[src/hw/rtl/fbsc_pkg.sv]
// Package for the fractional baud setting calculator: widths, reset values,
// controller state type, controller/datapath command and status structs.
// No dependencies.
`timescale 1ns / 1ps

package fbsc_pkg;

    localparam int CLK_W     = 25;
    localparam int RATE_W    = 24;
    localparam int WORD_W    = 32;
    localparam int SEL_W     = 12;
    localparam int SCALE_W   = 4;
    localparam int LIM_W     = 21;
    localparam int N_LIM     = 14;
    localparam int DIV_CNT_W = 6;

    localparam logic [DIV_CNT_W-1:0] DIV_STEPS      = 6'd32;
    localparam logic [CLK_W-1:0]     CLOCK_HZ_RESET = 25'd32000000;

    // Configuration register indexes
    localparam logic CFG_CLOCK_HZ     = 1'b0;
    localparam logic CFG_DOUBLE_SPEED = 1'b1;

    // Lowest scale exponent (-7) as a two's complement nibble
    localparam logic [SCALE_W-1:0] SCALE_MIN = 4'b1001;
    // Scale exponent -3, last one that uses the shifted-remainder formula
    localparam logic [SCALE_W-1:0] SCALE_M3  = 4'b1101;
    // Search index used when no limit is exceeded (exponent 7)
    localparam logic [SCALE_W-1:0] IDX_LAST  = 4'd14;

    typedef enum logic [2:0] {
        ST_IDLE,
        ST_CHECK,
        ST_DIV1,
        ST_SETUP2,
        ST_DIV2
    } state_t;

    typedef struct packed {
        logic load;
        logic reject;
        logic div1_start;
        logic capture_e;
        logic div2_start;
        logic finish;
    } dp_cmd_t;

    typedef struct packed {
        logic in_range;
        logic div_done;
    } dp_status_t;

    // Quotient limit for each step of the exponent search (index 0 is exponent -7)
    function automatic logic [LIM_W-1:0] scale_limit(input logic [SCALE_W-1:0] idx);
        logic [LIM_W-1:0] lim;
        case (idx)
            4'd0:    lim = 21'h0000FF;
            4'd1:    lim = 21'h0001FF;
            4'd2:    lim = 21'h0003FF;
            4'd3:    lim = 21'h0007FF;
            4'd4:    lim = 21'h000FFF;
            4'd5:    lim = 21'h001FFE;
            4'd6:    lim = 21'h003FFC;
            4'd7:    lim = 21'h007FF8;
            4'd8:    lim = 21'h00FFF0;
            4'd9:    lim = 21'h01FFE0;
            4'd10:   lim = 21'h03FFC0;
            4'd11:   lim = 21'h07FF80;
            4'd12:   lim = 21'h0FFF00;
            4'd13:   lim = 21'h1FFE00;
            default: lim = 21'h1FFFFF;
        endcase
        return lim;
    endfunction

endpackage

[src/hw/rtl/fbsc_div.sv]
// Serial restoring divider, one quotient bit per cycle, 32-bit unsigned.
// Depends on fbsc_pkg. A zero divisor gives a quotient of zero.
`timescale 1ns / 1ps

module fbsc_div
(
    input  logic                      clk,
    input  logic                      rst_n,
    input  logic                      start,
    input  logic [fbsc_pkg::WORD_W-1:0] dividend,
    input  logic [fbsc_pkg::WORD_W-1:0] divisor,
    output logic                      done,
    output logic [fbsc_pkg::WORD_W-1:0] quotient
);
    import fbsc_pkg::*;

    logic [WORD_W-1:0]    dvd_reg, dvd_next;
    logic [WORD_W-1:0]    rem_reg, rem_next;
    logic [WORD_W-1:0]    dsr_reg, dsr_next;
    logic [DIV_CNT_W-1:0] cnt_reg, cnt_next;
    logic                 run_reg, run_next;
    logic                 done_reg, done_next;
    logic                 zero_reg, zero_next;
    logic [WORD_W:0]      partial;
    logic [WORD_W:0]      diff;

    always_comb
    begin
        partial   = {rem_reg, dvd_reg[WORD_W-1]};
        diff      = partial - {1'b0, dsr_reg};
        dvd_next  = dvd_reg;
        rem_next  = rem_reg;
        dsr_next  = dsr_reg;
        cnt_next  = cnt_reg;
        run_next  = run_reg;
        zero_next = zero_reg;
        done_next = 1'b0;
        if (start)
        begin
            dvd_next  = dividend;
            rem_next  = '0;
            dsr_next  = divisor;
            cnt_next  = DIV_STEPS;
            run_next  = 1'b1;
            zero_next = (divisor == '0);
        end
        else if (run_reg)
        begin
            // keep the trial difference when the partial remainder covers the divisor
            if (!diff[WORD_W])
            begin
                rem_next = diff[WORD_W-1:0];
                dvd_next = {dvd_reg[WORD_W-2:0], 1'b1};
            end
            else
            begin
                rem_next = partial[WORD_W-1:0];
                dvd_next = {dvd_reg[WORD_W-2:0], 1'b0};
            end
            cnt_next = cnt_reg - 1'b1;
            if (cnt_reg == 6'd1)
            begin
                run_next  = 1'b0;
                done_next = 1'b1;
            end
        end
    end

    always_ff @(posedge clk or negedge rst_n)
    begin
        if (!rst_n)
        begin
            cnt_reg  <= '0;
            run_reg  <= 1'b0;
            done_reg <= 1'b0;
        end
        else
        begin
            cnt_reg  <= cnt_next;
            run_reg  <= run_next;
            done_reg <= done_next;
        end
    end

    always_ff @(posedge clk)
    begin
        dvd_reg  <= dvd_next;
        rem_reg  <= rem_next;
        dsr_reg  <= dsr_next;
        zero_reg <= zero_next;
    end

    assign done     = done_reg;
    assign quotient = zero_reg ? '0 : dvd_reg;

endmodule

[src/hw/rtl/fbsc_dp.sv]
// Datapath: rate latch, range check, exponent search, divider operands,
// result registers. Depends on fbsc_pkg and fbsc_div.
`timescale 1ns / 1ps

module fbsc_dp
(
    input  logic                          clk,
    input  logic                          rst_n,
    input  fbsc_pkg::dp_cmd_t             cmd,
    output fbsc_pkg::dp_status_t          status,
    input  logic [fbsc_pkg::RATE_W-1:0]   baud_rate,
    input  logic [fbsc_pkg::CLK_W-1:0]    clock_hz,
    input  logic                          double_speed,
    output logic                          done,
    output logic                          accepted,
    output logic [fbsc_pkg::SCALE_W-1:0]  scale,
    output logic [fbsc_pkg::SEL_W-1:0]    select_value,
    output logic [7:0]                    ctrl_low_byte,
    output logic [7:0]                    ctrl_high_byte
);
    import fbsc_pkg::*;

    logic [RATE_W-1:0]  rate_reg;
    logic [SCALE_W-1:0] scale_reg;
    logic               done_reg;
    logic               accepted_reg;
    logic [SCALE_W-1:0] scale_out_reg;
    logic [SEL_W-1:0]   select_reg;

    logic [CLK_W-1:0]   hi_lim, lo_lim;
    logic [CLK_W-1:0]   rate_wide;
    logic               in_range;
    logic [WORD_W-1:0]  rate2;
    logic [WORD_W-1:0]  clk32;
    logic [SCALE_W-1:0] idx;
    logic [SCALE_W-1:0] sh_c, sh_d;
    logic [WORD_W-1:0]  c_val, d_val;
    logic [WORD_W-1:0]  dvd2, dsr2;
    logic [WORD_W-1:0]  div_dividend, div_divisor;
    logic [WORD_W-1:0]  quo;
    logic [WORD_W-1:0]  sel;
    logic               div_done;

    // Range limits: clock/8 and clock/2^22, halved again in normal mode
    always_comb
    begin
        rate_wide = {1'b0, rate_reg};
        if (double_speed)
        begin
            hi_lim = clock_hz >> 3;
            lo_lim = clock_hz >> 22;
        end
        else
        begin
            hi_lim = clock_hz >> 4;
            lo_lim = clock_hz >> 23;
        end
        in_range = (rate_reg != '0) && (rate_wide <= hi_lim) && (rate_wide >= lo_lim);
        rate2 = double_speed ? WORD_W'(rate_reg) : WORD_W'({rate_reg, 1'b0});
        clk32 = WORD_W'(clock_hz);
    end

    // Exponent search: first limit that the quotient stays below
    always_comb
    begin
        idx = IDX_LAST;
        for (int i = N_LIM - 1; i >= 0; i--)
        begin
            if (quo < WORD_W'(scale_limit(SCALE_W'(i))))
            begin
                idx = SCALE_W'(i);
            end
        end
    end

    // Operands of the second division
    always_comb
    begin
        sh_c  = SCALE_M3 - scale_reg;
        sh_d  = scale_reg + 4'd3;
        c_val = clk32 - (rate2 << 3);
        d_val = rate2 << sh_d;
        if (scale_reg[SCALE_W-1] && (scale_reg <= SCALE_M3))
        begin
            dvd2 = (c_val << sh_c) + (rate2 >> 1);
            dsr2 = rate2;
        end
        else if (scale_reg[SCALE_W-1])
        begin
            dvd2 = c_val + (d_val >> 1);
            dsr2 = d_val;
        end
        else
        begin
            dvd2 = clk32 + (d_val >> 1);
            dsr2 = d_val;
        end
        div_dividend = cmd.div1_start ? clk32 : dvd2;
        div_divisor  = cmd.div1_start ? rate2 : dsr2;
        sel          = scale_reg[SCALE_W-1] ? quo : quo - 1'b1;
    end

    fbsc_div u_div
    (
        .clk      (clk),
        .rst_n    (rst_n),
        .start    (cmd.div1_start | cmd.div2_start),
        .dividend (div_dividend),
        .divisor  (div_divisor),
        .done     (div_done),
        .quotient (quo)
    );

    assign status = '{in_range: in_range, div_done: div_done};

    always_ff @(posedge clk)
    begin
        if (cmd.load)
        begin
            rate_reg <= baud_rate;
        end
        if (cmd.capture_e)
        begin
            scale_reg <= idx + SCALE_MIN;
        end
        if (cmd.reject)
        begin
            accepted_reg  <= 1'b0;
            scale_out_reg <= '0;
            select_reg    <= '0;
        end
        else if (cmd.finish)
        begin
            accepted_reg  <= 1'b1;
            scale_out_reg <= scale_reg;
            select_reg    <= sel[SEL_W-1:0];
        end
    end

    always_ff @(posedge clk or negedge rst_n)
    begin
        if (!rst_n)
        begin
            done_reg <= 1'b0;
        end
        else
        begin
            done_reg <= cmd.reject | cmd.finish;
        end
    end

    assign done           = done_reg;
    assign accepted       = accepted_reg;
    assign scale          = scale_out_reg;
    assign select_value   = select_reg;
    assign ctrl_low_byte  = select_reg[7:0];
    assign ctrl_high_byte = {scale_out_reg, select_reg[SEL_W-1:8]};

endmodule

[src/hw/rtl/fbsc_ctrl.sv]
// Controller state machine: sequences range check, two divisions and the
// exponent capture. Depends on fbsc_pkg.
`timescale 1ns / 1ps

module fbsc_ctrl
(
    input  logic                 clk,
    input  logic                 rst_n,
    input  logic                 start,
    output logic                 busy,
    input  fbsc_pkg::dp_status_t status,
    output fbsc_pkg::dp_cmd_t    cmd
);
    import fbsc_pkg::*;

    state_t state_reg, state_next;

    always_ff @(posedge clk or negedge rst_n)
    begin
        if (!rst_n)
        begin
            state_reg <= ST_IDLE;
        end
        else
        begin
            state_reg <= state_next;
        end
    end

    always_comb
    begin
        state_next = state_reg;
        cmd        = '0;
        busy       = 1'b1;
        case (state_reg)
            ST_IDLE:
            begin
                busy = 1'b0;
                if (start)
                begin
                    cmd.load   = 1'b1;
                    state_next = ST_CHECK;
                end
            end
            ST_CHECK:
            begin
                if (status.in_range)
                begin
                    cmd.div1_start = 1'b1;
                    state_next     = ST_DIV1;
                end
                else
                begin
                    cmd.reject = 1'b1;
                    state_next = ST_IDLE;
                end
            end
            ST_DIV1:
            begin
                if (status.div_done)
                begin
                    cmd.capture_e = 1'b1;
                    state_next    = ST_SETUP2;
                end
            end
            ST_SETUP2:
            begin
                cmd.div2_start = 1'b1;
                state_next     = ST_DIV2;
            end
            ST_DIV2:
            begin
                if (status.div_done)
                begin
                    cmd.finish = 1'b1;
                    state_next = ST_IDLE;
                end
            end
            default:
            begin
                state_next = ST_IDLE;
            end
        endcase
    end

endmodule

[src/hw/rtl/fractional_baud_setting_calc.sv]
// Done follows the start transfer after the range check for a rejected rate (zero or
//   out of range), and after two 32-step passes through the serial divider plus the
//   control states for an accepted one. A new request is taken only once the last is
//   done; busy drops with the done cycle.
// The receiver cannot stall: each result is valid for exactly the done cycle.
// Reset (rst_n low, asynchronous): idle, clock_hz = 32000000, double_speed = 0.
`timescale 1ns / 1ps

module fractional_baud_setting_calc
(
    input  logic                         clk,
    input  logic                         rst_n,
    // command side
    input  logic                         start,
    output logic                         busy,
    input  logic [fbsc_pkg::RATE_W-1:0]  baud_rate,
    // configuration write channel
    input  logic                         cfg_valid,
    output logic                         cfg_ready,
    input  logic                         cfg_index,
    input  logic [fbsc_pkg::CLK_W-1:0]   cfg_data,
    // result side
    output logic                         done,
    output logic                         accepted,
    output logic signed [fbsc_pkg::SCALE_W-1:0] scale,
    output logic [fbsc_pkg::SEL_W-1:0]   select_value,
    output logic [7:0]                   ctrl_low_byte,
    output logic [7:0]                   ctrl_high_byte
);
    import fbsc_pkg::*;

    // Configuration registers; the user must write them only while the block is idle (not enforced)
    logic [CLK_W-1:0]   clock_hz_reg, clock_hz_next;
    logic               double_speed_reg, double_speed_next;

    dp_cmd_t            cmd;
    dp_status_t         status;
    logic [SCALE_W-1:0] scale_bits;

    // The write channel is always ready: every transfer is written at the edge that takes it
    assign cfg_ready = 1'b1;

    always_comb
    begin
        clock_hz_next     = clock_hz_reg;
        double_speed_next = double_speed_reg;
        if (cfg_valid)
        begin
            case (cfg_index)
                CFG_CLOCK_HZ:
                begin
                    clock_hz_next = cfg_data;
                end
                CFG_DOUBLE_SPEED:
                begin
                    double_speed_next = cfg_data[0];
                end
                default:
                begin
                    clock_hz_next = clock_hz_reg;
                end
            endcase
        end
    end

    always_ff @(posedge clk or negedge rst_n)
    begin
        if (!rst_n)
        begin
            clock_hz_reg     <= CLOCK_HZ_RESET;
            double_speed_reg <= 1'b0;
        end
        else
        begin
            clock_hz_reg     <= clock_hz_next;
            double_speed_reg <= double_speed_next;
        end
    end

    // Controller: accept, check range, run both divisions, hand the result out
    fbsc_ctrl u_ctrl
    (
        .clk    (clk),
        .rst_n  (rst_n),
        .start  (start),
        .busy   (busy),
        .status (status),
        .cmd    (cmd)
    );

    // Datapath: limits, exponent search, divider and result registers
    fbsc_dp u_dp
    (
        .clk            (clk),
        .rst_n          (rst_n),
        .cmd            (cmd),
        .status         (status),
        .baud_rate      (baud_rate),
        .clock_hz       (clock_hz_reg),
        .double_speed   (double_speed_reg),
        .done           (done),
        .accepted       (accepted),
        .scale          (scale_bits),
        .select_value   (select_value),
        .ctrl_low_byte  (ctrl_low_byte),
        .ctrl_high_byte (ctrl_high_byte)
    );

    // Present the exponent as a signed nibble
    assign scale = $signed(scale_bits);

endmodule

[config.mk]
export PLATFORM = sky130hd
export DESIGN_NAME = fractional_baud_setting_calc
export DESIGN_NICKNAME = d
export VERILOG_FILES = /design/src/hw/rtl/fbsc_pkg.sv /design/src/hw/rtl/fbsc_div.sv /design/src/hw/rtl/fbsc_dp.sv /design/src/hw/rtl/fbsc_ctrl.sv /design/src/hw/rtl/fractional_baud_setting_calc.sv
export SDC_FILE = /design/constraint.sdc
export NUM_CORES = 1
export LEC_CHECK = 0
export BUFFER_PORTS_ARGS = -buffer_cell sky130_fd_sc_hd__buf_4
export CAP_MARGIN = 20
export CORE_MARGIN = 4
export CORE_UTILIZATION = 55
export CTS_CLUSTER_SIZE = 16
export DETAILED_ROUTE_END_ITERATION = 12
export PLACE_DENSITY = 0.72
export SLEW_MARGIN = 40
export SYNTH_ARGS = -nofsm -noshare
export SYNTH_HDL_FRONTEND = slang
export SYNTH_HIERARCHICAL = 1
export SYNTH_SLANG_ARGS = --single-unit
[constraint.sdc]
create_clock -name clk -period 7.85 [get_ports clk]
set_input_delay 0.3925 -clock clk [delete_from_list [all_inputs] [get_ports clk]]
set_output_delay 0.3925 -clock clk [all_outputs]
set_load 0.1 [all_outputs]
==> reports/qor.yml <==
synth-edff-count: 93
yosys-top-cells-count: "nor2_1, nand2_1, a21oi_1"
area_delta_synth_final_pct: 7.916
grt_antenna_before_repair: 0
avgSynthCellArea_um2: 8.293
portBuffers: 88
cp-startpoint: "double_speed_reg"
powerDensity_nw_per_um2: 374.3
syn_inst: 2289
crit_cells: 27
required_ns: 8.07
setup_viol: 0
slew_viol_final: 0
hold_viol_final: 0
slew_headroom_pct: 41.04
core_um2: 33780
vias: 17770
totalPowerFinal_mw: 7.668
r2r_start: "double_speed_reg"
syn_area_um2: 18980
ir_worst_vdd_mv: 0.4441
htreeDepth: 4
r2r_cells: 27
grt_pass1_wl_mm: 98.55
vias_per_cell: 6.464
die_h_um: 193.8
ys_warn_count: 6
cts-root-buf: "clkbuf_16"
cp-end-kind: "flip-flop"
synth_area_leaders: "edfxtp_1, ha_1, mux2i_1, dfxtp_1, a21oi_1"
cp_data_arrival_time_ns: 7.45
clk_path_buf_depth: 2
drt-total-wl_mm: 64.44
run_status: "finished clean"
ys.flop_type: "edfxtp_1"
worst_pin_slew_ns: 0.8845
cp_num_buf_inv: 0
seq_area_frac_synth_pct: 24.93
max-cap-violations: 0
crit_family: "compound AO/OA/AOI/OAI gates"
ant_nets: 0
cts_tree: "yes"
avgRoutedWirePerCell_um: 23.44
gp_congestion: 1.062
async_flop_share_pct: 21.11
r2r_setup_slack_ns: 0.62
synth_top_area_cell: "edfxtp_1"
holdPathStages: 1
post-route-period-util_pct: 92.09
fin_tns_setup_ns: 0
r2r-end: "u_dp/u_div/dvd_reg[31]"
die_w_um: 193.8
clock_sinks: 180
drc_errors: 0
ios: 90
ys_ff_latch: 180
yosysTopAreaCellShare_pct: 14.71
cts-resized-gates: 0
hold_path_class: "in -> reg"
critPathMaxStageDelay_ns: 0.62
drive_gt1_share_pct: 13.08
dpl.hpwl_mm: 50.84
cp_max_fo: 10
dr.pass1.iters: 5
worst-setup-path-type: "reg -> reg"
critPathLaunchType: "flip-flop"
grt_max_degree: 60
max_freq_mhz: 138.3
layout.nets: 2490
track_usage_pct: 33.12
finClkSkew_ns: 0.01371
synth.distinct_cells: 110
rsz0062_at_grt: "no"
post-cts-setup-buffers: 0
synth_nets: 2491
cts_buffers: 17
period_needed_ns: 7.229
first_global_vias: 17100
yosysMostFrequentCell: "nor2_1"
path_clk_slew_ns: 0.07
initial_core_util_pct: 56.19
clk_latency_ns: 0.47
critPathSlowestCell: "o21ai_0"
p_leak_nw: 8.720
drt_iter0_drc: 1640
die_area_um2: 37550
critPathCapture: "u_dp/u_div/dvd_reg[31]"
overflow: 0
num_rows: 67
n_antenna_cell: 0
## per-layer routing
metal	wire length, µm	share of wire (%)	up-vias	track usage [%]
met5	0	0	-	0
met4	3964	6.2	0	18.31
met3	4590	7.1	200	6.360
met2	29330	46	740	53.61
met1	26560	41	8430	41.73
li1	-	-	8400	-
## logic make-up after synthesis
family | Yosys count | share of synthesized area (%)
fa+ha+maj | 149 | 9.966
flops | 180 | 24.93
xor+xnor | 107 | 4.937
mux | 218 | 13.05
simple gates | 727 | 18.71
other cells | 1 | 0.01975
compound gates | 648 | 22.45
buf+inv | 259 | 5.932
## worst register-to-register path, cell delays in order, from the launching register on
cell      delay (ns)
dfrtp_2         0.49
mux2i_1         0.52
ha_1            0.39
a21o_1          0.21
a21oi_1         0.35
nand2_1         0.15
o31ai_1         0.28
xnor2_1         0.24
nor2_1          0.15
nor2_1          0.05
o21ai_0         0.32
nor2_1          0.07
nor2_1          0.26
o22ai_1         0.13
ha_1            0.41
a21oi_1         0.16
o21ai_0         0.09
a21oi_1         0.34
a211oi_1        0.18
o31a_1          0.35
a211o_1         0.27
a21oi_1         0.23
nor2b_1         0.07
o21ai_0         0.62
nor3b_1         0.17
nand3_1         0.13
o211ai_1        0.09
mux2_2          0.28
## placed cells by master (no fill, tap or decap), drive strengths merged, types with 8 or more instances in the layout
master | Yosys | final
nor3 | 50 | 50
or2 | 12 | 12
nand3 | 30 | 30
o21a | 26 | 26
o211a | 8 | 8
or3 | 22 | 22
clkbuf | 84 | 17
a211o | 8 | 8
o21ai | 149 | 149
nor4 | 21 | 21
inv | 122 | 131
a211oi | 66 | 66
a21oi | 190 | 190
xnor2 | 69 | 69
mux2 | 80 | 80
nand2 | 195 | 195
buf | 52 | 115
and2 | 21 | 21
nand2b | 23 | 23
dfrtp | 31 | 31
a21o | 44 | 44
o22ai | 15 | 15
nor2b | 54 | 54
a31oi | 11 | 11
and4 | 9 | 9
nor2 | 220 | 220
dfxtp | 49 | 49
o211ai | 18 | 18
nand4 | 21 | 21
mux2i | 129 | 129
xor2 | 38 | 38
a221oi | 9 | 9
o31ai | 11 | 11
and3 | 24 | 24
mux4 | 9 | 9
edfxtp | 93 | 93
ha | 144 | 144
o21bai | 9 | 9
## power breakdown
part	internal (mW)	total, mW	switching, mW
Clock	0.510	0.926	0.416
Combinational	2.04	5.12	3.08
Sequential	1.36	1.62	0.259
Total	3.91	7.67	3.76
## metrics by stage
step / util [%] / instances / setup slack [ns] / cell area, µm² / hold WS, ns
final: 60.64 / 2749 / 0.6210 / 20490 / 0.1002
after global routing: 60.64 / 2749 / 0.01392 / 20490 / 0.06985
after CTS: 60.59 / 2749 / 0.7203 / 20470 / 0.07973
after detailed placement: 58.75 / 2716 / 0.7429 / 19850 / 0.4315
after global placement: 58.60 / 2714 / 0.7536 / 19800 / 0.4212
after floorplan: - / 2289 / 1.135 / 18980 / 0.09691
## timing repair
action / in CTS / in global routing
endpoints found under the setup margin: 0 / 0
hold buffers: 1 / 0
endpoints found under the hold margin: 31 / 0
## how the worst min path moves through the flow
stage / startpoint / end / slack (ns)
floorplan: rst_n / clock_hz_reg[0] / 0.1
global placement: rst_n / clock_hz_reg[18] / 0.42
detailed placement: rst_n / clock_hz_reg[13] / 0.43
CTS: baud_rate[8] / u_dp/rate_reg[8] / 0.08
global route: baud_rate[6] / u_dp/rate_reg[6] / 0.07
finish: baud_rate[1] / u_dp/rate_reg[1] / 0.10
## final cells by class
class,count,area [µm²]
clock buffers,17,425.4
flip-flops and latches,180,4736
inverters,123,461.7
repair buffers,116,897.1
fillers,3061,13300
well taps,448,560.5
clock inverters,15,188.9
multi-input cells,1850,13220
Power figures use the tool's default switching activity.
